File: src/design/swrvs_pkg.sv
`timescale 1ns / 1ps
`default_nettype none

package swrvs_pkg;

    localparam int SINE_TABLE_ENTRIES = 256;

    localparam logic [63:0] HALF_PI_Q30 = 64'd1686629713;
    localparam logic [63:0] ONE_Q30     = 64'd1073741824;

    localparam int COORD_W = 32;
    localparam int FREQ_W  = 24;
    localparam int TIME_W  = 32;
    localparam int AMP_W   = 18;
    localparam int SIN_W   = 18;
    localparam int SCALE_W = 19;
    localparam int CFG_W   = 32;
    localparam int DATA_W  = 3 * COORD_W;

    typedef enum logic [1:0] {
        REG_FREQ  = 2'd0,
        REG_SPEED = 2'd1,
        REG_TIME  = 2'd2,
        REG_AMP   = 2'd3
    } cfg_idx_t;

    typedef struct packed {
        logic ld_mul;
        logic ld_phase;
        logic ld_sine;
        logic ld_amp;
        logic ld_scale;
        logic ld_coord;
        logic ld_out;
    } stage_en_t;

    typedef struct packed {
        logic        last;
        logic [31:0] z;
        logic [31:0] y;
        logic [31:0] x;
    } vertex_t;

    // Taylor series through x^11 in Q30, rounded to Q16 and clamped to one
    function automatic logic [16:0] sine_from_x(input logic [63:0] x);
        logic [63:0] x2;
        logic [63:0] t;
        logic [63:0] s;
        logic [63:0] e;
        x2 = (x * x) >> 30;
        t  = ONE_Q30;
        t  = ONE_Q30 - ((x2 * t) >> 30) / 64'd110;
        t  = ONE_Q30 - ((x2 * t) >> 30) / 64'd72;
        t  = ONE_Q30 - ((x2 * t) >> 30) / 64'd42;
        t  = ONE_Q30 - ((x2 * t) >> 30) / 64'd20;
        t  = ONE_Q30 - ((x2 * t) >> 30) / 64'd6;
        s  = (x * t) >> 30;
        e  = (s + 64'd8192) >> 14;
        if (e > 64'd65536)
        begin
            e = 64'd65536;
        end
        return e[16:0];
    endfunction

endpackage

`default_nettype wire

File: src/design/swrvs_scale.sv
`timescale 1ns / 1ps
`default_nettype none

module swrvs_scale (
    input  wire logic                                 clk,
    input  wire swrvs_pkg::stage_en_t                 en,
    input  wire logic signed [swrvs_pkg::SIN_W-1:0]   sine,
    input  wire logic [swrvs_pkg::AMP_W-1:0]          wave_amplitude,
    output logic signed [swrvs_pkg::SCALE_W-1:0]      scale
);

    localparam int PROD_W = swrvs_pkg::AMP_W + swrvs_pkg::SIN_W;

    logic signed [PROD_W-1:0]             prod_next;
    logic signed [PROD_W-1:0]             prod_reg;
    logic signed [PROD_W-17:0]            prod_floor;
    logic signed [PROD_W-17:0]            scale_wide;
    logic signed [swrvs_pkg::SCALE_W-1:0] scale_reg;

    assign prod_next = PROD_W'(signed'(wave_amplitude)) * PROD_W'(sine);

    always_ff @(posedge clk)
    begin
        if (en.ld_amp)
        begin
            prod_reg <= prod_next;
        end
    end

    assign prod_floor = prod_reg[PROD_W-1:16];
    assign scale_wide = prod_floor + (PROD_W - 16)'(65536);

    always_ff @(posedge clk)
    begin
        if (en.ld_scale)
        begin
            scale_reg <= scale_wide[swrvs_pkg::SCALE_W-1:0];
        end
    end

    assign scale = scale_reg;

endmodule

`default_nettype wire

File: config.mk
export PLATFORM = sky130hd
export DESIGN_NAME = swrvs_scale
export DESIGN_NICKNAME = d
export VERILOG_FILES = /design/src/design/swrvs_pkg.sv /design/src/design/swrvs_scale.sv
export SDC_FILE = /design/constraint.sdc
export NUM_CORES = 1
export LEC_CHECK = 0
export BUFFER_PORTS_ARGS = -buffer_cell sky130_fd_sc_hd__clkbuf_2
export CAP_MARGIN = 0
export CORE_AREA = 5 5 157 159
export CTS_BUF_LIST = sky130_fd_sc_hd__clkbuf_4 sky130_fd_sc_hd__clkbuf_8
export DETAILED_ROUTE_END_ITERATION = 8
export DIE_AREA = 0 0 162 164
export PLACE_DENSITY_LB_ADDON = 0.05
export SYNTH_ARGS = -nofsm -noshare
export SYNTH_HDL_FRONTEND = slang
export SYNTH_SLANG_ARGS = --single-unit
File: constraint.sdc
create_clock -name clk -period 11.6 [get_ports clk]
set_clock_uncertainty 0.05 [all_clocks]
set_input_delay 3.48 -clock clk [delete_from_list [all_inputs] [get_ports clk]]
set_output_delay 3.48 -clock clk [all_outputs]
set_load 0.01 [all_outputs]
==> results.toml <==
[detailed_routing]
drt_first_pass_iters = 4
vias = 8144
drtIter0Drc = 336
drc = 0
highest_layer = "met4"
wl_met1_mm = 11.8
route.met3.wl_mm = 1.40
drtAntennaViolNets = 0
wl_mm = 26.9
wl_per_cell_um = 16.6
viasPerCell = 5.04
wl_met2_mm = 13.3

[global_routing]
grt_pass1_vias = 9217
antenna_found_initial = 0
grt_pass1_wl_mm = 46.5
grt_overflow = 0
grt_max_degree = 20
track_usage = 0.224

[placed_design]
gp_congestion = 0.871
place_area_mm2 = 0.0132
port_buffers = 57
dpl.hpwl_mm = 22.3

[sta]
hold_slack_ns = 0.372
fmax_ghz = 0.105
fin_setup_tns_ns = 0
rsz0062_at_grt = "no"
worstMarginPinSlew_ns = 0.589
post-route-period-util = 0.818
min_period_ns = 9.49
finalSetupViolCount = 0
hold_viol_final = 0
drv_slew = 0
slew_headroom = 0.607

[floorplanning]
die_area_mm2 = 0.0266
dieWidth_um = 162
core_area_mm2 = 0.0231
die_y_um = 164
num_rows = 56
initial_core_util = 0.549
io_pins = 63

[clocking]
cts_root_buf = "clkbuf_8"
clk_path_buf_depth = 2
cts.clk_slew.worst_paths_ns = 0.08
cts_tree = "yes"
cts_sinks = 38
cts_setup_buffers = 0
cts_buffers = 5
cts_resized = 0
hold_buffers = 0
clk-insertion-delay-late_ns = 0.29
htree_levels = 2

[finish]
area_growth_pct = 4.45
nets = 1777
final_core_util = 0.573
final_cell_area_mm2 = 0.0132
n_antenna_cell = 0
drive_above_1_share = 0.0581

[worst_setup_path]
setup.worst_path.class = "primary input to flop"
path_max_fanout = 19
crit_path_end_kind = "flop"
startpoint_type = "primary input"
critPathRequiredTime_ns = 11.60
worstPathArrival_ns = 9.48

[logic_synthesis]
syn-num-nets = 1758
ys_seq_area_frac = 0.0900
synth_edf_count = 38
syn_avg_cell_area_um2 = 9.72
netlist_area_mm2 = 0.0127
synth_warnings = 0
ys_seq_elements = 38
ys.flop_type = "edfxtp_1"
syn_inst = 1305
ys_types = 37
synthArstFlopShare = 0

[status]
status = "finished, final reports clean"

[run]
maxCapViolCount = 0

[worst_hold_path]
hold_path.class = "flop to flop"
stage by stage:
stage | setup slack [ns] | cells
5_1_grt | 1.76 | 1615
4_1_cts | 2.06 | 1615
3_3_place_gp | 1.78 | 1607
2_1_floorplan | 2.35 | 1305
3_5_place_dp | 1.76 | 1607
6_report | 2.11 | 1615
cell families after synthesis:
group,Yosys count,share of synthesized area
buf+inv,428,0.127
fa+ha+maj,409,0.594
simple gates,352,0.139
compound gates,46,0.0279
flops,38,0.0900
xor+xnor,32,0.0221
cells in the final DEF (no fill, tap or decap), types with 2 or more instances in the layout:
cell type	count
nand2b_1	7
clkbuf_8	5
xnor2_1	25
inv_1	382
nand3_1	5
ha_1	87
edfxtp_1	38
a21oi_2	3
and2_1	155
clkbuf_2	57
nor3_1	3
nor2_1	19
o21ai_2	3
xor2_1	7
o21bai_1	2
o211ai_1	4
o21ai_1	4
and4_1	2
a31oi_1	3
o21ai_0	4
a21oi_1	14
fa_1	322
nand2_1	155
nor2b_1	3
synthesized netlist by cell type, types with 3 or more instances:
cell type | number | share of area
a21oi_1 | 14 | 0.0055
a21oi_2 | 3 | 0.0021
a31oi_1 | 3 | 0.0015
and2_1 | 155 | 0.076
clkbuf_1 | 44 | 0.013
edfxtp_1 | 38 | 0.090
fa_1 | 322 | 0.51
ha_1 | 87 | 0.086
inv_1 | 382 | 0.11
nand2_1 | 155 | 0.046
nand2b_1 | 7 | 0.0035
nand3_1 | 5 | 0.0020
nor2_1 | 19 | 0.0056
nor2b_1 | 3 | 0.0015
nor3_1 | 3 | 0.0012
o211ai_1 | 4 | 0.0024
o21ai_0 | 4 | 0.0016
o21ai_1 | 4 | 0.0016
o21ai_2 | 3 | 0.0021
xnor2_1 | 25 | 0.017
xor2_1 | 7 | 0.0048
cell type report:
class	instances	area, µm²
flip-flops and latches	38	1140
inverters	383	1440
repair buffers	57	285
well taps	290	363
multi-input cells	839	9940
fillers	2120	9870
clock inverters	3	16.3
clock buffers	5	68.8
path summary, 6_finish.rpt:
path	start	endpoint	slack (ns)	cells after the start
hold reg to reg	prod_reg[30]$_DFFE_PP_	scale[14]$_DFFE_PP_	0.37	0
setup / recovery	wave_amplitude[17]	prod_reg[33]$_DFFE_PP_	2.11	23
hold / removal	prod_reg[30]$_DFFE_PP_	scale[14]$_DFFE_PP_	0.37	0
setup reg to reg	prod_reg[32]$_DFFE_PP_	scale[18]$_DFFE_PP_	10.54	2
critical path, stage by stage:
cell	delay, ns
clkbuf_2	0.27
nand2_1	0.19
inv_1	0.10
fa_1	0.60
inv_1	0.16
fa_1	0.50
inv_1	0.04
ha_1	0.28
inv_1	0.06
fa_1	0.49
inv_1	0.05
fa_1	0.52
inv_1	0.06
fa_1	0.47
inv_1	0.05
ha_1	0.32
a2111o_1	0.47
o21ai_1	0.45
nor2_1	0.17
a2bb2oi_4	0.31
o311ai_4	0.16
a21oi_2	0.18
xnor2_1	0.09
metal layers:
| layer | track usage | up-vias |
|---|---|---|
| met4 | 0.0281 | 0 |
| met1 | 0.310 | 4222 |
| li1 | - | 3741 |
| met3 | 0.0331 | 19 |
| met5 | 0 | - |
| met2 | 0.390 | 162 |
Power is not shown: default switching activity piles up to over one toggle a cycle in this logic, so the estimate is an artifact.
