## config.mk

```make
export PLATFORM = sky130hd
export DESIGN_NAME = swrvs_apply
export DESIGN_NICKNAME = d
export VERILOG_FILES = /design/src/design/swrvs_pkg.sv /design/src/design/swrvs_apply.sv
export SDC_FILE = /design/constraint.sdc
export NUM_CORES = 2
export LEC_CHECK = 0
export BUFFER_PORTS_ARGS = -buffer_cell sky130_fd_sc_hd__buf_2
export CORE_UTILIZATION = 66
export DETAILED_ROUTE_END_ITERATION = 10
export PLACE_DENSITY = 0.84
export SYNTH_ARGS = -nofsm -noshare
export SYNTH_HDL_FRONTEND = slang
export SYNTH_SLANG_ARGS = --single-unit
```

## constraint.sdc

```tcl
create_clock -name clk -period 8.5 [get_ports clk]
set_input_delay 0.85 -clock clk [delete_from_list [all_inputs] [get_ports clk]]
set_output_delay 0.85 -clock clk [all_outputs]
set_load 0.01 [all_outputs]
```

## src/design/swrvs_pkg.sv

```systemverilog
`timescale 1ns / 1ps
`default_nettype none

package swrvs_pkg;

    localparam int SINE_TABLE_ENTRIES = 256;

    localparam logic [63:0] HALF_PI_Q30 = 64'd1686629713;
    localparam logic [63:0] ONE_Q30     = 64'd1073741824;

    localparam int COORD_W = 32;
    localparam int FREQ_W  = 24;
    localparam int TIME_W  = 32;
    localparam int AMP_W   = 18;
    localparam int SIN_W   = 18;
    localparam int SCALE_W = 19;
    localparam int CFG_W   = 32;
    localparam int DATA_W  = 3 * COORD_W;

    typedef enum logic [1:0] {
        REG_FREQ  = 2'd0,
        REG_SPEED = 2'd1,
        REG_TIME  = 2'd2,
        REG_AMP   = 2'd3
    } cfg_idx_t;

    typedef struct packed {
        logic ld_mul;
        logic ld_phase;
        logic ld_sine;
        logic ld_amp;
        logic ld_scale;
        logic ld_coord;
        logic ld_out;
    } stage_en_t;

    typedef struct packed {
        logic        last;
        logic [31:0] z;
        logic [31:0] y;
        logic [31:0] x;
    } vertex_t;

    // Taylor series through x^11 in Q30, rounded to Q16 and clamped to one
    function automatic logic [16:0] sine_from_x(input logic [63:0] x);
        logic [63:0] x2;
        logic [63:0] t;
        logic [63:0] s;
        logic [63:0] e;
        x2 = (x * x) >> 30;
        t  = ONE_Q30;
        t  = ONE_Q30 - ((x2 * t) >> 30) / 64'd110;
        t  = ONE_Q30 - ((x2 * t) >> 30) / 64'd72;
        t  = ONE_Q30 - ((x2 * t) >> 30) / 64'd42;
        t  = ONE_Q30 - ((x2 * t) >> 30) / 64'd20;
        t  = ONE_Q30 - ((x2 * t) >> 30) / 64'd6;
        s  = (x * t) >> 30;
        e  = (s + 64'd8192) >> 14;
        if (e > 64'd65536)
        begin
            e = 64'd65536;
        end
        return e[16:0];
    endfunction

endpackage

`default_nettype wire

```

## src/design/swrvs_apply.sv

```systemverilog
`timescale 1ns / 1ps
`default_nettype none

module swrvs_apply (
    input  wire logic                                  clk,
    input  wire swrvs_pkg::stage_en_t                  en,
    input  wire logic signed [swrvs_pkg::SCALE_W-1:0]  scale,
    input  wire logic [31:0]                           pos_x,
    input  wire logic [31:0]                           pos_z,
    output logic [31:0]                                out_x,
    output logic [31:0]                                out_z
);

    localparam int PROD_W = 32 + swrvs_pkg::SCALE_W;

    logic signed [PROD_W-1:0] px_next;
    logic signed [PROD_W-1:0] pz_next;
    logic signed [PROD_W-1:0] px_reg;
    logic signed [PROD_W-1:0] pz_reg;
    logic [31:0]              ox_next;
    logic [31:0]              oz_next;
    logic [31:0]              ox_reg;
    logic [31:0]              oz_reg;

    function automatic logic [31:0] sat_shift(input logic [PROD_W-1:0] p);
        logic fits;
        fits = (p[PROD_W-1:47] == {(PROD_W - 47){p[47]}});
        if (fits)
        begin
            return p[47:16];
        end
        return p[PROD_W-1] ? 32'h8000_0000 : 32'h7FFF_FFFF;
    endfunction

    assign px_next = PROD_W'(signed'(pos_x)) * PROD_W'(scale);
    assign pz_next = PROD_W'(signed'(pos_z)) * PROD_W'(scale);

    always_ff @(posedge clk)
    begin
        if (en.ld_coord)
        begin
            px_reg <= px_next;
            pz_reg <= pz_next;
        end
    end

    assign ox_next = sat_shift(px_reg);
    assign oz_next = sat_shift(pz_reg);

    always_ff @(posedge clk)
    begin
        if (en.ld_out)
        begin
            ox_reg <= ox_next;
            oz_reg <= oz_next;
        end
    end

    assign out_x = ox_reg;
    assign out_z = oz_reg;

endmodule

`default_nettype wire

```

==> results.json <==
{
  "synthArstFlopShare_pct": 0,
  "clock_latency_ns": 0.47,
  "holdPathStages": 0,
  "setup_violations": 0,
  "syn_to_final_growth_pct": 4.86,
  "drt_iter0_drc": 2449,
  "synthesis.nets": 6266,
  "postSynthCellCount": 4729,
  "nets": 6255,
  "top_level_ports": 155,
  "timing.hold.ws_ns": 0.528,
  "synth_common_cells": "fa_1, inv_1, nand2_1",
  "post-place-ws_ns": 0.388,
  "vias": 32548,
  "dp_hpwl_um": 85900,
  "start_util_pct": 67.2,
  "grt_pass1_wl_um": 183000,
  "hold_path.class": "reg -> reg",
  "max_stage_delay_ns": 0.77,
  "ys.flop_type": "edfxtp_1",
  "clk_path_buf_depth": 2,
  "reg2reg_setup_slack_ns": 6.44,
  "synth_most_common_cell": "fa_1",
  "critPathLaunchType": "input pin",
  "final_antenna_net_count": 0,
  "synth_area_sq_um": 45500,
  "wl_per_cell_um": 19.4,
  "cts_buffers": 17,
  "synth_edf_count": 134,
  "routed_wl_um": 109000,
  "crit_path_start": "scale[3]",
  "clkTransAtPathRegs_ns": 0.06,
  "final_cell_area_sq_um": 47800,
  "rsz0062_at_grt": "no",
  "yosysWarnings": 0,
  "first_global_vias": 36923,
  "outcome": "complete, no violations",
  "cts-resized-gates": 0,
  "slowest_stage": "buf_2",
  "end_kind": "flop",
  "clock.fmax_ghz": 0.128,
  "min_delay_worst_endpoint": "out_x[31]$_DFFE_PP_",
  "worst_slack_ns": 0.681,
  "vias_per_cell": 5.80,
  "crit_path_cell_trace": "buf_2 -> and2_1 -> fa_1 -> fa_1 -> inv_1 -> fa_1 -> inv_1 -> fa_1 -> fa_1 -> fa_1 -> ha_1 -> ha_1 -> a21oi_1 -> o21ai_0 -> a2111oi_0 -> nand2_1 -> o211ai_1 -> a21oi_1 -> o221ai_1 -> o21bai_1 -> xor2_1",
  "required_ns": 8.70,
  "io_buffer_count": 149,
  "drc": 0,
  "overflow": 0,
  "tightestPinTransition_ns": 1.17,
  "period_minus_slack_ns": 7.82,
  "fp.dieW_um": 265,
  "period_share_pct": 92.0,
  "htree_num_levels": 4,
  "slew_violations": 0,
  "synth_top_area_share_pct": 51.8,
  "cts.sink_count": 134,
  "final.setup_skew_ns": 0.0105,
  "synth_seq_cells": 134,
  "syn_area_per_cell_sq_um": 9.63,
  "gr-usage-all-layers_pct": 33.5,
  "cts_root_buf": "clkbuf_16",
  "crit_path_frequent_cell": "fa_1",
  "worstPathArrival_ns": 8.02,
  "critPathMaxFanout": 41,
  "r2r-start": "px_reg[50]$_DFFE_PP_",
  "yosys.area.top_type": "fa_1",
  "max-cap-violations": 0,
  "synth_cell_types": 62,
  "hold_viol_final": 0,
  "placed_area_sq_um": 47100,
  "synthTopCellsByArea": "fa_1, inv_1, edfxtp_1",
  "worstSetupPathType": "in -> reg",
  "post-cts-setup-buffers": 0,
  "r2r-end": "out_x[7]$_DFFE_PP_",
  "synth_seq_area_share_pct": 8.83,
  "firstDrtPassIters": 6,
  "gp_congestion": 0.884,
  "rows": 95,
  "r2r_cells": 4,
  "grt_start_max_net_pins": 71,
  "slew-limit-headroom_pct": 22.3,
  "die_area_sq_um": 70100,
  "die_h_um": 265,
  "core_area_sq_um": 67800,
  "antenna_found_initial": 13,
  "ctsHoldBuffers": 0,
  "hold_path.startpoint": "px_reg[50]$_DFFE_PP_",
  "cts_tree": "yes",
  "fin_tns_setup_ns": 0,
  "drive_gt1_share_pct": 5.98
}
## through the flow
stage,util [%],cells
3_5_place_dp,69.6,5572
6_report,70.5,5610
5_1_grt,70.5,5607
4_1_cts,70.5,5604
3_3_place_gp,69.6,5572
2_1_floorplan,-,4729
## layer usage
| metal | track usage [%] | vias to the layer above | share of wire [%] |
|---|---|---|---|
| met1 | 40.8 | 16888 | 36 |
| met2 | 57.6 | 1495 | 51 |
| li1 | - | 13701 | - |
| met5 | 0 | - | 0.12 |
| met3 | 5.45 | 446 | 7.7 |
| met4 | 17.7 | 18 | 5.5 |
## cell families (layout without fill, tap and decap cells)
group                      after synthesis  in the layout  share of synthesized area [%]
AOI/OAI and AO/OA                      274            274                           3.86
xor gates and xnor gates                84             84                           1.62
adders and majority gates             1446           1446                           59.1
buffers and inverters                 1350           1352                           11.1
DFF                                    134            134                           8.83
other                                    0              6                              0
and+or+nand+nor                       1441           1441                           15.4
## layout by cell type, fill, tap and decap left out, types with 42 or more instances in the layout
cell / count
ha_1: 268
xnor2_1: 57
edfxtp_1: 134
fa_1: 1178
a21o_1: 42
a21oi_1: 63
buf_4: 81
o21ai_0: 98
nand2_1: 696
buf_2: 148
nor2_1: 99
inv_1: 1083
and2_1: 555
## worst max-delay path: cells and delay by family
kind | cells | cell delay (ns)
fa+ha+maj | 8 | 3.68
buf+inv | 3 | 0.88
simple gates | 2 | 0.47
xor+xnor | 1 | 0.16
compound gates | 7 | 1.92
## how the worst max path moves through the flow
stage	endpoint	slack [ns]
floorplan	px_reg[50]$_DFFE_PP_	1.19
global placement	px_reg[50]$_DFFE_PP_	0.56
detailed placement	px_reg[50]$_DFFE_PP_	0.39
CTS	px_reg[40]$_DFFE_PP_	0.83
global route	pz_reg[50]$_DFFE_PP_	0.50
finish	px_reg[40]$_DFFE_PP_	0.68
## area by class of cell
cell class              instances  area, sq um
fillers                      4960        20000
repair buffers                236         1490
clock inverters                14          181
well taps                     873         1090
inverters                    1084         4070
multi-input cells            3245        36500
flip-flops and latches        134         4020
clock buffers                  18          429
diodes                          6         15.0
Power is not shown: default switching activity piles up to over one toggle a cycle in this logic, so the estimate is an artifact.
