<file path="config.mk">
export PLATFORM = sky130hd
export DESIGN_NAME = swrvs_phase
export DESIGN_NICKNAME = d
export VERILOG_FILES = /design/src/design/swrvs_pkg.sv /design/src/design/swrvs_phase.sv
export SDC_FILE = /design/constraint.sdc
export NUM_CORES = 2
export LEC_CHECK = 0
export BUFFER_PORTS_ARGS = -buffer_cell sky130_fd_sc_hd__buf_2
export CAP_MARGIN = 0
export CORE_UTILIZATION = 34
export CTS_BUF_LIST = sky130_fd_sc_hd__clkbuf_2 sky130_fd_sc_hd__clkbuf_4 sky130_fd_sc_hd__clkbuf_8
export DETAILED_ROUTE_END_ITERATION = 6
export GPL_TIMING_DRIVEN = 0
export SLEW_MARGIN = 25
export SYNTH_ARGS = -nofsm -noshare
export SYNTH_HDL_FRONTEND = slang
export SYNTH_SLANG_ARGS = --single-unit
</file>
<file path="constraint.sdc">
create_clock -name clk -period 17.2 [get_ports clk]
set_clock_uncertainty 0.2 [all_clocks]
set_input_delay 3.44 -clock clk [delete_from_list [all_inputs] [get_ports clk]]
set_output_delay 3.44 -clock clk [all_outputs]
set_load 0.01 [all_outputs]
</file>
<file path="src/design/swrvs_pkg.sv">
`timescale 1ns / 1ps
`default_nettype none

package swrvs_pkg;

    localparam int SINE_TABLE_ENTRIES = 256;

    localparam logic [63:0] HALF_PI_Q30 = 64'd1686629713;
    localparam logic [63:0] ONE_Q30     = 64'd1073741824;

    localparam int COORD_W = 32;
    localparam int FREQ_W  = 24;
    localparam int TIME_W  = 32;
    localparam int AMP_W   = 18;
    localparam int SIN_W   = 18;
    localparam int SCALE_W = 19;
    localparam int CFG_W   = 32;
    localparam int DATA_W  = 3 * COORD_W;

    typedef enum logic [1:0] {
        REG_FREQ  = 2'd0,
        REG_SPEED = 2'd1,
        REG_TIME  = 2'd2,
        REG_AMP   = 2'd3
    } cfg_idx_t;

    typedef struct packed {
        logic ld_mul;
        logic ld_phase;
        logic ld_sine;
        logic ld_amp;
        logic ld_scale;
        logic ld_coord;
        logic ld_out;
    } stage_en_t;

    typedef struct packed {
        logic        last;
        logic [31:0] z;
        logic [31:0] y;
        logic [31:0] x;
    } vertex_t;

    // Taylor series through x^11 in Q30, rounded to Q16 and clamped to one
    function automatic logic [16:0] sine_from_x(input logic [63:0] x);
        logic [63:0] x2;
        logic [63:0] t;
        logic [63:0] s;
        logic [63:0] e;
        x2 = (x * x) >> 30;
        t  = ONE_Q30;
        t  = ONE_Q30 - ((x2 * t) >> 30) / 64'd110;
        t  = ONE_Q30 - ((x2 * t) >> 30) / 64'd72;
        t  = ONE_Q30 - ((x2 * t) >> 30) / 64'd42;
        t  = ONE_Q30 - ((x2 * t) >> 30) / 64'd20;
        t  = ONE_Q30 - ((x2 * t) >> 30) / 64'd6;
        s  = (x * t) >> 30;
        e  = (s + 64'd8192) >> 14;
        if (e > 64'd65536)
        begin
            e = 64'd65536;
        end
        return e[16:0];
    endfunction

endpackage

`default_nettype wire

</file>
<file path="src/design/swrvs_phase.sv">
`timescale 1ns / 1ps
`default_nettype none

module swrvs_phase #(
    parameter int SINE_ENTRIES = swrvs_pkg::SINE_TABLE_ENTRIES,
    parameter int IDX_W        = $clog2(SINE_ENTRIES + 1)
) (
    input  wire logic                         clk,
    input  wire swrvs_pkg::stage_en_t         en,
    input  wire logic [31:0]                  pos_y,
    input  wire logic [swrvs_pkg::FREQ_W-1:0] spatial_frequency,
    input  wire logic [swrvs_pkg::FREQ_W-1:0] phase_rate,
    input  wire logic [swrvs_pkg::TIME_W-1:0] frame_time,
    output logic [IDX_W-1:0]                  tab_idx,
    output logic                              negate
);

    logic [31:0]       freq_ext;
    logic [31:0]       speed_ext;
    logic [31:0]       prod_y_full;
    logic [31:0]       prod_t_full;
    logic [31:0]       prod_y_reg;
    logic [31:0]       prod_t_reg;
    logic [31:0]       sum;
    logic [13:0]       frac;
    logic [1:0]        quad;
    logic [IDX_W+13:0] frac_scaled;
    logic [IDX_W-1:0]  idx;
    logic [IDX_W-1:0]  idx_next;
    logic [IDX_W-1:0]  idx_reg;
    logic              negate_reg;

    assign freq_ext    = {{(32 - swrvs_pkg::FREQ_W){spatial_frequency[swrvs_pkg::FREQ_W-1]}},
                          spatial_frequency};
    assign speed_ext   = {{(32 - swrvs_pkg::FREQ_W){phase_rate[swrvs_pkg::FREQ_W-1]}},
                          phase_rate};
    assign prod_y_full = pos_y * freq_ext;
    assign prod_t_full = frame_time * speed_ext;

    always_ff @(posedge clk)
    begin
        if (en.ld_mul)
        begin
            prod_y_reg <= prod_y_full;
            prod_t_reg <= prod_t_full;
        end
    end

    // Phase in turns: bits 31:30 quadrant, bits 29:16 position inside it
    assign sum         = prod_y_reg + prod_t_reg;
    assign quad        = sum[31:30];
    assign frac        = sum[29:16];
    assign frac_scaled = (IDX_W + 14)'(frac) * (IDX_W + 14)'(SINE_ENTRIES);
    assign idx         = frac_scaled[IDX_W+13:14];
    assign idx_next    = quad[0] ? (IDX_W'(SINE_ENTRIES) - idx) : idx;

    always_ff @(posedge clk)
    begin
        if (en.ld_phase)
        begin
            idx_reg    <= idx_next;
            negate_reg <= quad[1];
        end
    end

    assign tab_idx = idx_reg;
    assign negate  = negate_reg;

endmodule

`default_nettype wire

</file>
==> results.sh <==
export IMPL_crit_path_cell_trace="buf_2, clkbuf_1, clkbuf_1, and2_1, fa_1, fa_1, inv_1, fa_1, fa_1, inv_1, fa_1, fa_1, inv_1, fa_1, inv_1, ha_1, a21o_1, a211o_1, a221oi_1, a21oi_1, o21ai_0, o21ai_0, a21oi_1, xnor2_1"
export IMPL_ys_warnings_count=0
export IMPL_grt_ovfl_total=0
export IMPL_clockBufferDepth=2
export IMPL_first_pass_iters=5
export IMPL_core_um2=97100
export IMPL_ctsResizeCount=0
export IMPL_slew_headroom_pct=40.2
export IMPL_finalMaxSlewViolations=0
export IMPL_cp_start_kind="primary input"
export IMPL_syn_inst=3633
export IMPL_syn2layout_area_growth_pct=7.04
export IMPL_fin_nets=4919
export IMPL_cts_buffers=9
export IMPL_ant_nets=0
export IMPL_rrSetupSlack_ns=12.97
export IMPL_path_clk_slew_ns=0.09
export IMPL_crit_type="in -> reg"
export IMPL_vias=24337
export IMPL_dp_hpwl_mm=83.7
export IMPL_grt_pass1_wl_mm=154
export IMPL_crit_start="pos_y[12]"
export IMPL_cts_max_level=3
export IMPL_synth_top_area_cell="fa_1"
export IMPL_routed_wl_mm=99.0
export IMPL_synth_ff_type="edfxtp_1"
export IMPL_layout_drive_gt1_share_pct=3.80
export IMPL_clkLatencyLatePin_ns=0.36
export IMPL_slowest_delay_ns=0.69
export IMPL_r2r_end="tab_idx[6]"
export IMPL_maxCapViolations=0
export IMPL_worstPathRequired_ns=17.08
export IMPL_synth_most_common_cell="inv_1"
export IMPL_synth_area_leaders="fa_1, and2_1, inv_1"
export IMPL_die_area_um2=99900
export IMPL_first_global_vias=25821
export IMPL_yosysTopAreaCellShare_pct=46.4
export IMPL_period_share_pct=67.2
export IMPL_worst_slew_pin_slew_ns=0.898
export IMPL_end_kind="flop"
export IMPL_rows=114
export IMPL_syn_area_per_cell_um2=9.23
export IMPL_final_hold_violation_count=0
export IMPL_ios=130
export IMPL_ctsHoldBuffers=0
export IMPL_cp_endpoint="prod_y_reg[30]"
export IMPL_tns_ns=0
export IMPL_antenna_found_initial=3
export IMPL_start_util_pct=34.5
export IMPL_path_delay_family="adder cells"
export IMPL_rr_startpoint="prod_y_reg[9]"
export IMPL_hold_path_class="reg -> reg"
export IMPL_place_congestion=0.952
export IMPL_cp_common_cell="fa_1"
export IMPL_synth_nets=4796
export IMPL_route_detailed_wl_per_inst_um=19.6
export IMPL_period_needed_ns=11.56
export IMPL_cts_setup_buffers=0
export IMPL_rsz0062_at_grt="no"
export IMPL_synth_seq_area_share_pct=6.63
export IMPL_syn_area_um2=33500
export IMPL_portBuffers=112
export IMPL_synth_edf_count=74
export IMPL_synth_async_reset_ratio_pct=0
export IMPL_outcome="complete, no violations"
export IMPL_root_buffer="clkbuf_8"
export IMPL_via_per_inst=4.83
export IMPL_critPathSlowestCell="clkbuf_1"
export IMPL_ff2ff_path_depth=13
export IMPL_path_max_fanout=10
export IMPL_dr_first_iter_drc_count=1590
export IMPL_ys_ff_latch=74
export IMPL_grtUsageTotal_pct=20.5
export IMPL_synth_cell_type_count=59
export IMPL_cts_tree="yes"
export IMPL_worst_path_buf_inv=7
export IMPL_setup_viol=0
export IMPL_ys_top_cells_by_count="inv_1, fa_1, and2_1, nand2_1, ha_1"
export IMPL_die_y_um=316
export IMPL_cts_sinks=74
export IMPL_crit_cells=24
export IMPL_drcViolationCount=0
export IMPL_arrival_ns=11.44
export IMPL_grt_max_degree=65
export IMPL_die_w_um=316
export IMPL_fmax_mhz=86.5
## per-stage QoR
step	setup WS [ns]	hold slack, ns	cells	utilization [%]	cell area, um2
global placement	5.28	0.612	5021	36.8	35700
finish	5.64	0.597	5040	37.0	35900
detailed placement	5.24	0.617	5021	36.8	35700
floorplan	7.38	0.420	3633	-	33500
CTS	5.62	0.624	5037	37.0	35900
global route	5.34	0.630	5038	37.0	35900
## metal layers
layer  vias to the layer above  share of wire (%)  GRT usage (%)
met4                         0                3.3           5.59
met1                     12418                 43           28.4
met5                         -                  0              0
li1                      10774                  -              -
met3                       168                8.0           4.04
met2                       977                 46           32.8
## worst reg2reg max path: cells and delay by family, from the launching register on
family | cells | cell delay (ns)
AO/OA/AOI/OAI | 7 | 1.91
XOR/XNOR | 2 | 0.60
adder cells (fa/ha/maj) | 2 | 0.58
flip-flops | 1 | 0.40
AND/OR/NAND/NOR | 2 | 0.33
## layout make-up
type,instances,area [um2]
Buffer,166,639
Fill cell,9922,61200
Sequential cell,74,2220
Clock inverter,7,70.1
Antenna cell,3,7.51
Clock buffer,9,124
Multi-Input combinational cell,2490,27300
Timing Repair Buffer,112,563
Inverter,903,3390
Tap cell,1276,1600
## cells in the final DEF (no fill, tap or decap), types with 7 or more instances in the layout
cell type / n
inv_1: 903
xnor2_1: 123
buf_2: 111
ha_1: 265
nor3_1: 7
nor2b_1: 18
a21oi_1: 49
o21bai_1: 11
clkbuf_8: 9
nand3_1: 13
and2_1: 570
nand2_1: 432
a21o_1: 33
nand2b_1: 14
clkbuf_1: 160
a211oi_1: 8
nor2_1: 27
nand4_1: 7
fa_1: 778
xor2_1: 33
o21a_1: 8
edfxtp_1: 74
o21ai_0: 33
## how the worst min path moves through the flow
stage,start,to,slack [ns],depth (start not counted)
floorplan,prod_y_reg[31],negate,0.42,2
CTS,prod_t_reg[31],negate,0.62,2
detailed placement,prod_t_reg[31],negate,0.62,2
global route,prod_t_reg[31],negate,0.63,2
finish,prod_t_reg[31],negate,0.60,2
global placement,prod_t_reg[31],negate,0.61,2
## cells by family after synthesis
kind of cell | share of synthesized area (%)
AO/OA/AOI/OAI | 3.77
XOR/XNOR | 4.07
adder cells (fa/ha/maj) | 56.3
buffers and inverters | 12.0
flip-flops | 6.63
multiplexers | 0.0933
AND/OR/NAND/NOR | 17.1
Power is not shown: default switching activity piles up to over one toggle a cycle in this logic, so the estimate is an artifact.
